File: config.mk
export PLATFORM = sky130hd
export DESIGN_NAME = delimited_field_splitter
export DESIGN_NICKNAME = d
export VERILOG_FILES = /design/src/rtl/dfs_pkg.sv /design/src/rtl/delimited_field_splitter.sv /design/src/rtl/dfs_in_stage.sv /design/src/rtl/dfs_parser.sv /design/src/rtl/dfs_out_stage.sv
export VERILOG_INCLUDE_DIRS = /design/src /design/src/rtl
export SDC_FILE = /design/constraint.sdc
export NUM_CORES = 1
export LEC_CHECK = 0
export ABC_AREA = 1
export BUFFER_PORTS_ARGS = -buffer_cell sky130_fd_sc_hd__buf_4
export CELL_PAD_IN_SITES_DETAIL_PLACEMENT = 1
export CELL_PAD_IN_SITES_GLOBAL_PLACEMENT = 1
export CORE_MARGIN = 1
export CORE_UTILIZATION = 44
export DETAILED_ROUTE_END_ITERATION = 8
export PLACE_DENSITY_LB_ADDON = 0.1
export SLEW_MARGIN = 0
export SYNTH_ARGS = -nofsm -noshare
export SYNTH_HDL_FRONTEND = slang
export SYNTH_HIERARCHICAL = 1
export SYNTH_SLANG_ARGS = --single-unit
File: constraint.sdc
create_clock -name aclk -period 3.3 [get_ports aclk]
set_input_delay 0.165 -clock aclk [delete_from_list [all_inputs] [get_ports aclk]]
set_output_delay 0.165 -clock aclk [all_outputs]
set_load 0.1 [all_outputs]
File: src/rtl/delimited_field_splitter_defines.svh
// Assertion helpers used by the top-level splitter to check its own logic.
`ifndef DELIMITED_FIELD_SPLITTER_DEFINES_SVH
`define DELIMITED_FIELD_SPLITTER_DEFINES_SVH

// Same-cycle implication, checked while reset is released.
`define DFS_ASSERT_SAME(label, clk, rstn, ante, cons) \
    label: assert property (@(posedge clk) disable iff (!rstn) (ante) |-> (cons)) \
        else $error("delimited_field_splitter: same-cycle check failed");

// Next-cycle implication, checked while reset is released.
`define DFS_ASSERT_NEXT(label, clk, rstn, ante, cons) \
    label: assert property (@(posedge clk) disable iff (!rstn) (ante) |=> (cons)) \
        else $error("delimited_field_splitter: next-cycle check failed");

`endif

File: src/rtl/dfs_pkg.sv
package dfs_pkg;

    localparam int CHAR_W   = 8;
    localparam int START_W  = 12;
    localparam int LENGTH_W = 13;
    localparam int NUMBER_W = 8;

    localparam logic [CHAR_W-1:0] QUOTE_CHAR = 8'h22;
    localparam logic [CHAR_W-1:0] NUL_CHAR   = 8'h00;
    localparam logic [CHAR_W-1:0] SEP_RESET  = 8'h2C;

    typedef struct packed {
        logic [CHAR_W-1:0] char_in;
        logic              end_of_line;
    } in_item_t;

    typedef struct packed {
        logic [START_W-1:0]  field_start;
        logic [LENGTH_W-1:0] field_length;
        logic [NUMBER_W-1:0] field_number;
        logic                last_field;
        logic                overflow;
    } out_item_t;

endpackage

File: src/rtl/delimited_field_splitter.sv
// A word accepted from s_data is held in the input register and parsed there; any field
// descriptor it closes is loaded into the result register, which drives m_valid.
// Throughput: one word per cycle. A word that closes a field waits in the input
// register while the previous descriptor is still held, and s_ready then drops.
// Reset (aresetn low, synchronous) empties both registers, clears the line state
// and sets the separator to a comma.
`include "delimited_field_splitter_defines.svh"

module delimited_field_splitter #(
    parameter int MAX_LINE   = 4096,
    parameter int MAX_FIELDS = 256
) (
    input  logic                       aclk,
    input  logic                       aresetn,
    input  logic                       s_valid,
    output logic                       s_ready,
    input  dfs_pkg::in_item_t          s_data,
    output logic                       m_valid,
    input  logic                       m_ready,
    output dfs_pkg::out_item_t         m_data,
    input  logic                       cfg_valid,
    output logic                       cfg_ready,
    input  logic [dfs_pkg::CHAR_W-1:0] cfg_data
);
    import dfs_pkg::*;

    logic [CHAR_W-1:0] separator_reg;
    logic              item_valid;
    in_item_t          item;
    logic              take;
    logic              res_valid;
    out_item_t         res;
    logic              out_free;

    assign cfg_ready = 1'b1;

    always_ff @(posedge aclk) begin
        if (!aresetn) begin
            separator_reg <= SEP_RESET;
        end else if (cfg_valid && cfg_ready) begin
            separator_reg <= cfg_data;
        end
    end

    dfs_in_stage u_in_stage (
        .aclk       (aclk),
        .aresetn    (aresetn),
        .s_valid    (s_valid),
        .s_ready    (s_ready),
        .s_data     (s_data),
        .take       (take),
        .item_valid (item_valid),
        .item       (item)
    );

    dfs_parser #(
        .MAX_LINE   (MAX_LINE),
        .MAX_FIELDS (MAX_FIELDS)
    ) u_parser (
        .aclk       (aclk),
        .aresetn    (aresetn),
        .item_valid (item_valid),
        .item       (item),
        .separator  (separator_reg),
        .out_free   (out_free),
        .take       (take),
        .res_valid  (res_valid),
        .res        (res)
    );

    dfs_out_stage u_out_stage (
        .aclk      (aclk),
        .aresetn   (aresetn),
        .res_valid (res_valid),
        .res       (res),
        .out_free  (out_free),
        .m_valid   (m_valid),
        .m_ready   (m_ready),
        .m_data    (m_data)
    );

    // A descriptor is only produced when the result register can take it.
    `DFS_ASSERT_SAME(a_res_slot_free, aclk, aresetn, res_valid, out_free && take)
    // An accepted word is held in the input register on the next cycle.
    `DFS_ASSERT_NEXT(a_in_loaded, aclk, aresetn, s_valid && s_ready, item_valid)
    // A held word that the parser does not consume stays held.
    `DFS_ASSERT_NEXT(a_in_kept, aclk, aresetn, item_valid && !take, item_valid)

endmodule

File: src/rtl/dfs_in_stage.sv
module dfs_in_stage (
    input  logic              aclk,
    input  logic              aresetn,
    input  logic              s_valid,
    output logic              s_ready,
    input  dfs_pkg::in_item_t s_data,
    input  logic              take,
    output logic              item_valid,
    output dfs_pkg::in_item_t item
);
    import dfs_pkg::*;

    logic     valid_reg;
    logic     valid_next;
    in_item_t data_reg;

    // The slot frees in the same cycle the parser consumes the held word.
    assign s_ready = !valid_reg || take;

    always_comb begin
        valid_next = valid_reg;
        if (s_valid && s_ready) begin
            valid_next = 1'b1;
        end else if (take) begin
            valid_next = 1'b0;
        end
    end

    always_ff @(posedge aclk) begin
        if (!aresetn) begin
            valid_reg <= 1'b0;
        end else begin
            valid_reg <= valid_next;
        end
    end

    always_ff @(posedge aclk) begin
        if (s_valid && s_ready) begin
            data_reg <= s_data;
        end
    end

    assign item_valid = valid_reg;
    assign item       = data_reg;

endmodule

File: src/rtl/dfs_parser.sv
module dfs_parser #(
    parameter int MAX_LINE   = 4096,
    parameter int MAX_FIELDS = 256
) (
    input  logic                            aclk,
    input  logic                            aresetn,
    input  logic                            item_valid,
    input  dfs_pkg::in_item_t               item,
    input  logic [dfs_pkg::CHAR_W-1:0]      separator,
    input  logic                            out_free,
    output logic                            take,
    output logic                            res_valid,
    output dfs_pkg::out_item_t              res
);
    import dfs_pkg::*;

    localparam int POS_W = $clog2(MAX_LINE + 1);
    localparam int CNT_W = $clog2(MAX_FIELDS);
    localparam logic [POS_W-1:0] POS_MAX   = POS_W'(MAX_LINE);
    localparam logic [POS_W-1:0] START_MAX = POS_W'(MAX_LINE - 1);
    localparam logic [POS_W-1:0] POS_TWO   = POS_W'(2);
    localparam logic [CNT_W-1:0] CNT_LAST  = CNT_W'(MAX_FIELDS - 1);

    logic [POS_W-1:0] position_reg,   position_next;
    logic [POS_W-1:0] span_begin_reg, span_begin_next;
    logic             inside_reg,     inside_next;
    logic             bwq_reg,        bwq_next;
    logic             pwq_reg,        pwq_next;
    logic [CNT_W-1:0] count_reg,      count_next;
    logic             count_full_reg, count_full_next;
    logic             ovf_reg,        ovf_next;

    logic             eol;
    logic             is_quote;
    logic             is_sep;
    logic             closing;
    logic             at_end;
    logic [POS_W-1:0] len_raw;
    logic             strip;
    logic [POS_W-1:0] start_kept;
    logic [POS_W-1:0] start_clamp;
    logic [POS_W-1:0] len_kept;
    logic [POS_W+START_W-1:0]  start_ext;
    logic [POS_W+LENGTH_W-1:0] len_ext;
    logic [CNT_W+NUMBER_W-1:0] num_ext;

    // A zero byte counts as an end-of-line mark; a quote never separates.
    assign eol      = item.end_of_line || (item.char_in == NUL_CHAR);
    assign is_quote = !eol && (item.char_in == QUOTE_CHAR);
    assign is_sep   = !eol && !is_quote && (item.char_in == separator) && !inside_reg;
    assign closing  = eol || is_sep;
    assign at_end   = (position_reg == POS_MAX);

    // Words that close a field wait for the result register; others pass freely.
    assign take      = item_valid && (!closing || out_free);
    assign res_valid = item_valid && closing && out_free;

    always_comb begin
        len_raw = (position_reg >= span_begin_reg) ? position_reg - span_begin_reg : '0;
        strip   = (len_raw >= POS_TWO) && bwq_reg && pwq_reg;
        if (strip) begin
            start_kept = span_begin_reg + POS_W'(1);
            len_kept   = len_raw - POS_TWO;
        end else begin
            start_kept = span_begin_reg;
            len_kept   = len_raw;
        end
        start_clamp = (start_kept > START_MAX) ? START_MAX : start_kept;
        start_ext   = {{START_W{1'b0}}, start_clamp};
        len_ext     = {{LENGTH_W{1'b0}}, len_kept};
        num_ext     = {{NUMBER_W{1'b0}}, count_reg};

        res.field_start  = start_ext[START_W-1:0];
        res.field_length = len_ext[LENGTH_W-1:0];
        res.field_number = num_ext[NUMBER_W-1:0];
        res.last_field   = eol;
        // A separator at the saturated offset also marks the line as overflowed.
        res.overflow     = ovf_reg || count_full_reg || (!eol && at_end);
    end

    always_comb begin
        position_next   = position_reg;
        span_begin_next = span_begin_reg;
        inside_next     = inside_reg;
        bwq_next        = bwq_reg;
        pwq_next        = pwq_reg;
        count_next      = count_reg;
        count_full_next = count_full_reg;
        ovf_next        = ovf_reg;
        if (eol) begin
            position_next   = '0;
            span_begin_next = '0;
            inside_next     = 1'b0;
            bwq_next        = 1'b0;
            pwq_next        = 1'b0;
            count_next      = '0;
            count_full_next = 1'b0;
            ovf_next        = 1'b0;
        end else begin
            inside_next = inside_reg ^ is_quote;
            pwq_next    = is_quote;
            if (is_quote && (position_reg == span_begin_reg) && !at_end) begin
                bwq_next = 1'b1;
            end
            if (is_sep) begin
                bwq_next        = 1'b0;
                span_begin_next = at_end ? POS_MAX : position_reg + POS_W'(1);
                if (count_full_reg) begin
                    ovf_next = 1'b1;
                end
                if (count_reg < CNT_LAST) begin
                    count_next = count_reg + CNT_W'(1);
                end else begin
                    count_full_next = 1'b1;
                end
            end
            if (at_end) begin
                ovf_next = 1'b1;
            end else begin
                position_next = position_reg + POS_W'(1);
            end
        end
    end

    always_ff @(posedge aclk) begin
        if (!aresetn) begin
            position_reg   <= '0;
            span_begin_reg <= '0;
            inside_reg     <= 1'b0;
            bwq_reg        <= 1'b0;
            pwq_reg        <= 1'b0;
            count_reg      <= '0;
            count_full_reg <= 1'b0;
            ovf_reg        <= 1'b0;
        end else if (take) begin
            position_reg   <= position_next;
            span_begin_reg <= span_begin_next;
            inside_reg     <= inside_next;
            bwq_reg        <= bwq_next;
            pwq_reg        <= pwq_next;
            count_reg      <= count_next;
            count_full_reg <= count_full_next;
            ovf_reg        <= ovf_next;
        end
    end

endmodule

File: src/rtl/dfs_out_stage.sv
module dfs_out_stage (
    input  logic               aclk,
    input  logic               aresetn,
    input  logic               res_valid,
    input  dfs_pkg::out_item_t res,
    output logic               out_free,
    output logic               m_valid,
    input  logic               m_ready,
    output dfs_pkg::out_item_t m_data
);
    import dfs_pkg::*;

    logic      valid_reg;
    logic      valid_next;
    out_item_t data_reg;

    assign out_free = !valid_reg || m_ready;

    always_comb begin
        valid_next = valid_reg;
        if (res_valid) begin
            valid_next = 1'b1;
        end else if (m_ready) begin
            valid_next = 1'b0;
        end
    end

    always_ff @(posedge aclk) begin
        if (!aresetn) begin
            valid_reg <= 1'b0;
        end else begin
            valid_reg <= valid_next;
        end
    end

    always_ff @(posedge aclk) begin
        if (res_valid) begin
            data_reg <= res;
        end
    end

    assign m_valid = valid_reg;
    assign m_data  = data_reg;

endmodule

Word-level counts from Yosys, hierarchy flattened

Cells that the tools add are included.

Flip-flop bits (word level): 93
Output and inout port bits: 38

Add/sub/neg operators: 5
Mux-type cells: 27
Eq/ne operators: 6
Bitwise operators: 1
$lt $le $gt $ge: 4
Reduce and logical (&&, ||, !) cells: 41

Operators by type and width:

| operator              | count |
|---|---|
| $mux 13               | 8 |
| $add 13x1->13 const B | 2 |
| $mux 8                | 3 |
| $mux 1                | 16 |
| $eq 13x13->1          | 1 |
| $eq 13x13->1 const B  | 1 |
| $ge 13x13->1          | 1 |
| $ge 13x2->1 const B   | 1 |
| $gt 13x12->1 const B  | 1 |
| $logic_and 1x1->1     | 13 |
| $sub 13x13->13        | 1 |
| $sub 13x2->13 const B | 1 |
| $reduce_and 3->1      | 3 |
| $reduce_bool 3->1     | 3 |
| $add 8x1->8 const B   | 1 |
| $eq 8x6->1 const B    | 1 |
| $eq 8x8->1            | 1 |
| $logic_not 8->1       | 1 |
| $lt 8x8->1 const B    | 1 |
| $reduce_bool 2->1     | 4 |
| $logic_not 1->1       | 7 |
| $logic_or 1x1->1      | 7 |
| $reduce_and 2->1      | 3 |
| $ne 2x1->1 const B    | 2 |
| $xor 1x1->1           | 1 |

Longest topological paths before layout

Depth in word-level cells: 15
Depth in mapped cells: 23
Depth with buffers taken out: 22

Cells and area by module

The synthesis kept the hierarchy.

Modules (own cells, without submodules):

| module                   | times used | seq. area each (um2) | area an instance (um2) | cells each |
|---|---|---|---|---|
| dfs_parser               | 1          | 780.7                | 4078.9                 | 665 |
| dfs_out_stage            | 1          | 1071.0               | 1097.3                 | 41 |
| delimited_field_splitter | 1          | 160.2                | 322.8                  | 47 |
| dfs_in_stage             | 1          | 290.3                | 321.6                  | 16 |

Least setup slack after synthesis

No wires, ideal clock.

Kind: reg2reg
From: register u_in_stage.data_reg, in the netlist u_in_stage/item[6]
To: register u_out_stage.data_reg, in the netlist u_out_stage/m_data[0] (enable)
Period minus slack after synthesis: 2.870 ns
Setup time: 0.413 ns
Cell stages (with the launch flop): 9
Path buffers: 1
Arrival: 2.457 ns
Slack: 0.430 ns
Cell sequence: edfxtp_1 inv_1 nand2_1 nor4_1 nor2_2 nand2_1 inv_1 nor2_1 clkbuf_1

Word-level cells in the longest chain between the ends: 11

RTL lines:

| element                          | RTL line                           | RTL |
|---|---|---|
| start, declared                  | dfs_in_stage.sv:15                 | `in_item_t data_reg;` |
| start signal, assigned           | dfs_in_stage.sv:39                 | `data_reg <= s_data;` |
| $logic_not 8->1                  | dfs_parser.sv:48                   | `assign eol = item.end_of_line \|\| (item.char_in == NUL_CHAR);` |
| $logic_or 1x1->1                 | dfs_parser.sv:48                   |  |
| $logic_not 1->1                  | dfs_parser.sv:49, dfs_parser.sv:50 |  |
| $logic_and 1x1->1                | dfs_parser.sv:49                   | `assign is_quote = !eol && (item.char_in == QUOTE_CHAR);` |
| $logic_not 1->1                  | dfs_parser.sv:50                   | `assign is_sep = !eol && !is_quote && (item.char_in == separator) && !inside_reg;` |
| $logic_and 1x1->1 (3 in a row)   | dfs_parser.sv:50                   |  |
| $logic_or 1x1->1 *               | dfs_parser.sv:51                   | `assign closing = eol \|\| is_sep;` |
| $logic_and 1x1->1 * (2 in a row) | dfs_parser.sv:56                   | `assign res_valid = item_valid && closing && out_free;` |
| via res_valid                    | delimited_field_splitter.sv:31     | `logic res_valid;` |
| end signal, assigned             | dfs_out_stage.sv:38                | `data_reg <= res;` |
| end, declared                    | dfs_out_stage.sv:15                | `out_item_t data_reg;` |

Mark *: on every way through the listed nets, which the timed path passes. The rest lies on a longest branch.
A chain may end at the register's enable or synchronous reset.

Final worst setup path

From: register u_parser.span_begin_reg[3]
To: register u_out_stage.data_reg, in the netlist u_out_stage/m_data[29] (data pin)

Word-level cells in the longest chain between the ends: 7

RTL lines:

| element                                        | RTL line          | RTL |
|---|---|---|
| start, declared                                | dfs_parser.sv:25  | `logic [POS_W-1:0] span_begin_reg, span_begin_next;` |
| start signal, assigned                         | dfs_parser.sv:137 | `span_begin_reg <= span_begin_next;` |
| $sub 13x13->13 or $ge 13x13->1 (tied branches) | dfs_parser.sv:59  | `len_raw = (position_reg >= span_begin_reg) ? position_reg - span_begin_reg : '0;` |
| $mux 13                                        | dfs_parser.sv:59  |  |
| $ge 13x2->1                                    | dfs_parser.sv:60  | `strip = (len_raw >= POS_TWO) && bwq_reg && pwq_reg;` |
| $logic_and 1x1->1 (2 in a row)                 | dfs_parser.sv:60  |  |
| $mux 13 *                                      | dfs_parser.sv:61  | `if (strip) begin` |
| $gt 13x12->1                                   | dfs_parser.sv:68  | `start_clamp = (start_kept > START_MAX) ? START_MAX : start_kept;` |

Every way passes the cells marked *; elsewhere a longest branch is shown, timed or not.

==> flow_metrics.tcl <==
set metrics [dict create \
    totalWireLength_mm 16.39 \
    synthArstFlopShare 0 \
    grt_setup_unrepaired "no" \
    synth_top_cell_by_area "edfxtp_1" \
    reg2reg_from "u_parser/span_begin_reg[3]" \
    clock_latency_ns 0.35 \
    routedWlPerCell_um 15.99 \
    synth_cells 769 \
    met2_usage 0.4619 \
    hold_ws_ns 0.02541 \
    cts_tree "done" \
    busiest_layer "met2" \
    cp_common_cell "nand2_2" \
    r2r_slack_ns 0.22 \
    final_cell_area_um2 6919 \
    areaGrowthSynthToFinish_pct 18.87 \
    n_fill_cell 1616 \
    vias 5333 \
    p_leak_uw 0.003110 \
    clk_path_buf_depth 2 \
    h-tree-depth 3 \
    synth_area_leaders "edfxtp_1, dfxtp_1, nand2_1" \
    start_kind "flip-flop" \
    setup_viol 0 \
    r2r-end "u_out_stage/m_data[29]" \
    fin_crit_ns 3.080 \
    crit_type "reg2reg" \
    routed_via_density 5.203 \
    r2r_cells 20 \
    crit_chain "inv_1 -> ha_2 -> nand2_2 -> nor2_2 -> nand2_1 -> nand3_2 -> nand2_2 -> nand3_4 -> nand3_1 -> ha_1 -> nand2_1 -> inv_1 -> nand2_4 -> nor2_8 -> nand2_8 -> nand2_8 -> nand2_2 -> nand2_2 -> inv_4 -> nand2_1" \
    diodes 0 \
    fin_ws_ns 0.2203 \
    clock-root-buffer "clkbuf_16" \
    hold_violations 0 \
    netlist_area_um2 5821 \
    syn_nets 810 \
    grt_use_met1 0.2975 \
    place_inst 1000 \
    drive_gt1_frac 0.1970 \
    avgSynthCellArea_um2 7.569 \
    worstPathArrival_ns 3.18 \
    synth_seq_area_share 0.3955 \
    die-width_um 117.0 \
    ys_types 46 \
    grtUsageMet3 0.03296 \
    fin_crit_sh 0.9332 \
    cts_buffers 9 \
    drtIter0Drc 235 \
    irDropWorstVdd_mv 0.2858 \
    synth_seq_cells 93 \
    synth_top_area_share 0.2270 \
    gr-total-overflow 0 \
    post-route-drc-count 0 \
    rows 41 \
    first_pass_iters 4 \
    crit_family "simple AND/OR/NAND/NOR gates" \
    fmax_ghz 0.3247 \
    worst_hold_path.endpoint "separator_reg[2]" \
    grt_pass1_vias 5485 \
    port-buffer-count 58 \
    worst_pin_slew_ns 0.7978 \
    cts.sinks 93 \
    grt_max_degree 40 \
    synth_commonest_cells "nand2_1, inv_1, nand3_1" \
    core_area_um2 12770 \
    synth_ff_type "dfxtp_1" \
    path_max_fanout 17 \
    start_util 0.4557 \
    hp-start "cfg_data[2]" \
    ant_nets 0 \
    synth-edff-count 44 \
    whs_path_depth 3 \
    max_stage_delay_ns 0.43 \
    slew_headroom 0.4681 \
    fin_skew_ns 0.006222 \
    crit_slowest_cell "ha_2" \
    fp.dieH_um 117.0 \
    place_ws_ns 0.09305 \
    largest_reg_flops 35 \
    track_usage 0.2535 \
    placedInstanceArea_um2 6497 \
    antenna_found_initial 0 \
    dpl.hpwl_mm 12.57 \
    worstPathRequired_ns 3.40 \
    ioPinCount 60 \
    yosys_warnings 6 \
    cellPowerDensity_nw_per_um2 487.9 \
    critical_path_buf_inv_count 3 \
    max-cap-violations 0 \
    hold_class "in2reg" \
    path_clk_slew_ns 0.07 \
    nets 889 \
    die-area_um2 13690 \
    gp_congestion 0.9063 \
    status "finished clean" \
    final_cells 1025 \
    synth.most_common_cell "nand2_1" \
    grt_pass1_wl_mm 26.41 \
    slew_viol_final 0 \
    end_kind "flip-flop" \
    fin_tns_setup_ns 0 \
]
metrics by stage:
step | util | total power, uW
2_1_floorplan | - | 2159
3_3_place_gp | 0.5087 | 2362
3_5_place_dp | 0.5087 | 2388
4_1_cts | 0.5375 | 3397
5_1_grt | 0.5417 | 3534
6_report | 0.5417 | 3376
worst reg2reg max path, stage by stage (launching register included):
cell and delay [ns]:
dfxtp_1 0.37, inv_1 0.13, ha_2 0.43, nand2_2 0.10
nor2_2 0.14, nand2_1 0.10, nand3_2 0.09, nand2_2 0.06
nand3_4 0.09, nand3_1 0.15, ha_1 0.26, nand2_1 0.08
inv_1 0.07, nand2_4 0.11, nor2_8 0.04, nand2_8 0.10
nand2_8 0.12, nand2_2 0.11, nand2_2 0.06, inv_4 0.14
nand2_1 0.08
final cells by class:
class | count | area [um2] | share of cell area
Clock buffer | 11 | 242.7 | 0.03508
Sequential cell | 93 | 2303 | 0.3329
Inverter | 121 | 456.7 | 0.06600
Timing Repair Buffer | 88 | 695.7 | 0.1005
Multi-Input combinational cell | 535 | 2970 | 0.4293
Tap cell | 172 | 215.2 | 0.03110
Clock inverter | 5 | 35.03 | 0.005063
cell usage in the layout, fill, tap and decap left out, types with 2 or more instances in the layout:
cell type      count
a21oi_1           45
ha_1              11
nand2_8            2
nor2_1            46
nand2_2           26
clkinv_2           2
nand2_4            3
clkbuf_16          9
inv_2              3
clkinv_1           3
nand2_1          192
nand3_2            4
xnor2_1            6
ha_2               4
edfxtp_1          44
a21oi_2            3
nor2_2             8
nand4_2            2
nand4_1           22
nor3_1            12
o21ai_0           20
dlygate4sd3_1      9
ha_4               3
o21bai_1           3
a211oi_1           4
nand3_1           67
nor4_1             4
buf_4             78
or2_2              7
inv_1            114
nand3b_1           3
nand3_4            3
xor2_1            22
nor2_4             2
dfxtp_1           48
how the worst max path moves through the flow:
stage	depth (start not counted)	start	slack, ns	to
after detailed placement	19	u_parser/span_begin_reg[5]	0.09	u_out_stage/m_data[29]
after floorplan	8	u_in_stage/item[6]	0.43	u_out_stage/m_data[0]
after global routing	19	u_parser/span_begin_reg[3]	0.005	u_out_stage/m_data[17]
after CTS	19	u_parser/span_begin_reg[5]	0.06	u_out_stage/m_data[29]
final	20	u_parser/span_begin_reg[3]	0.22	u_out_stage/m_data[29]
after global placement	19	u_parser/span_begin_reg[5]	0.20	u_out_stage/m_data[23]
routing by layer:
metal	part of all wire	wire length [um]
met1	0.43	7109
met2	0.51	8334
met3	0.033	534
met4	0.025	409
met5	0	0
power by group:
group          leakage [uW]  switching, uW  internal [uW]
logic               0.00216            750            321
registers          0.000810           29.9           1280
clock network      0.000136            462            533
repair_timing:
item	CTS	global route
hold buffers	9	0
endpoints found under the hold margin	9	0
gates resized for setup	0	14
buffers inserted	0	0
setup endpoints to repair	0	24
logic make-up (layout without fill, tap and decap cells):
group | Yosys count | count (layout) | synth area share
other | 1 | 1 | 0.0006443
flip-flops | 93 | 93 | 0.3955
adder cells (fa/ha/maj) | 19 | 19 | 0.04213
AO/OA/AOI/OAI | 81 | 81 | 0.07739
buffers and inverters | 141 | 225 | 0.1040
AND/OR/NAND/NOR | 406 | 406 | 0.3381
XOR/XNOR | 28 | 28 | 0.04213
Power figures use the tool's default switching activity.
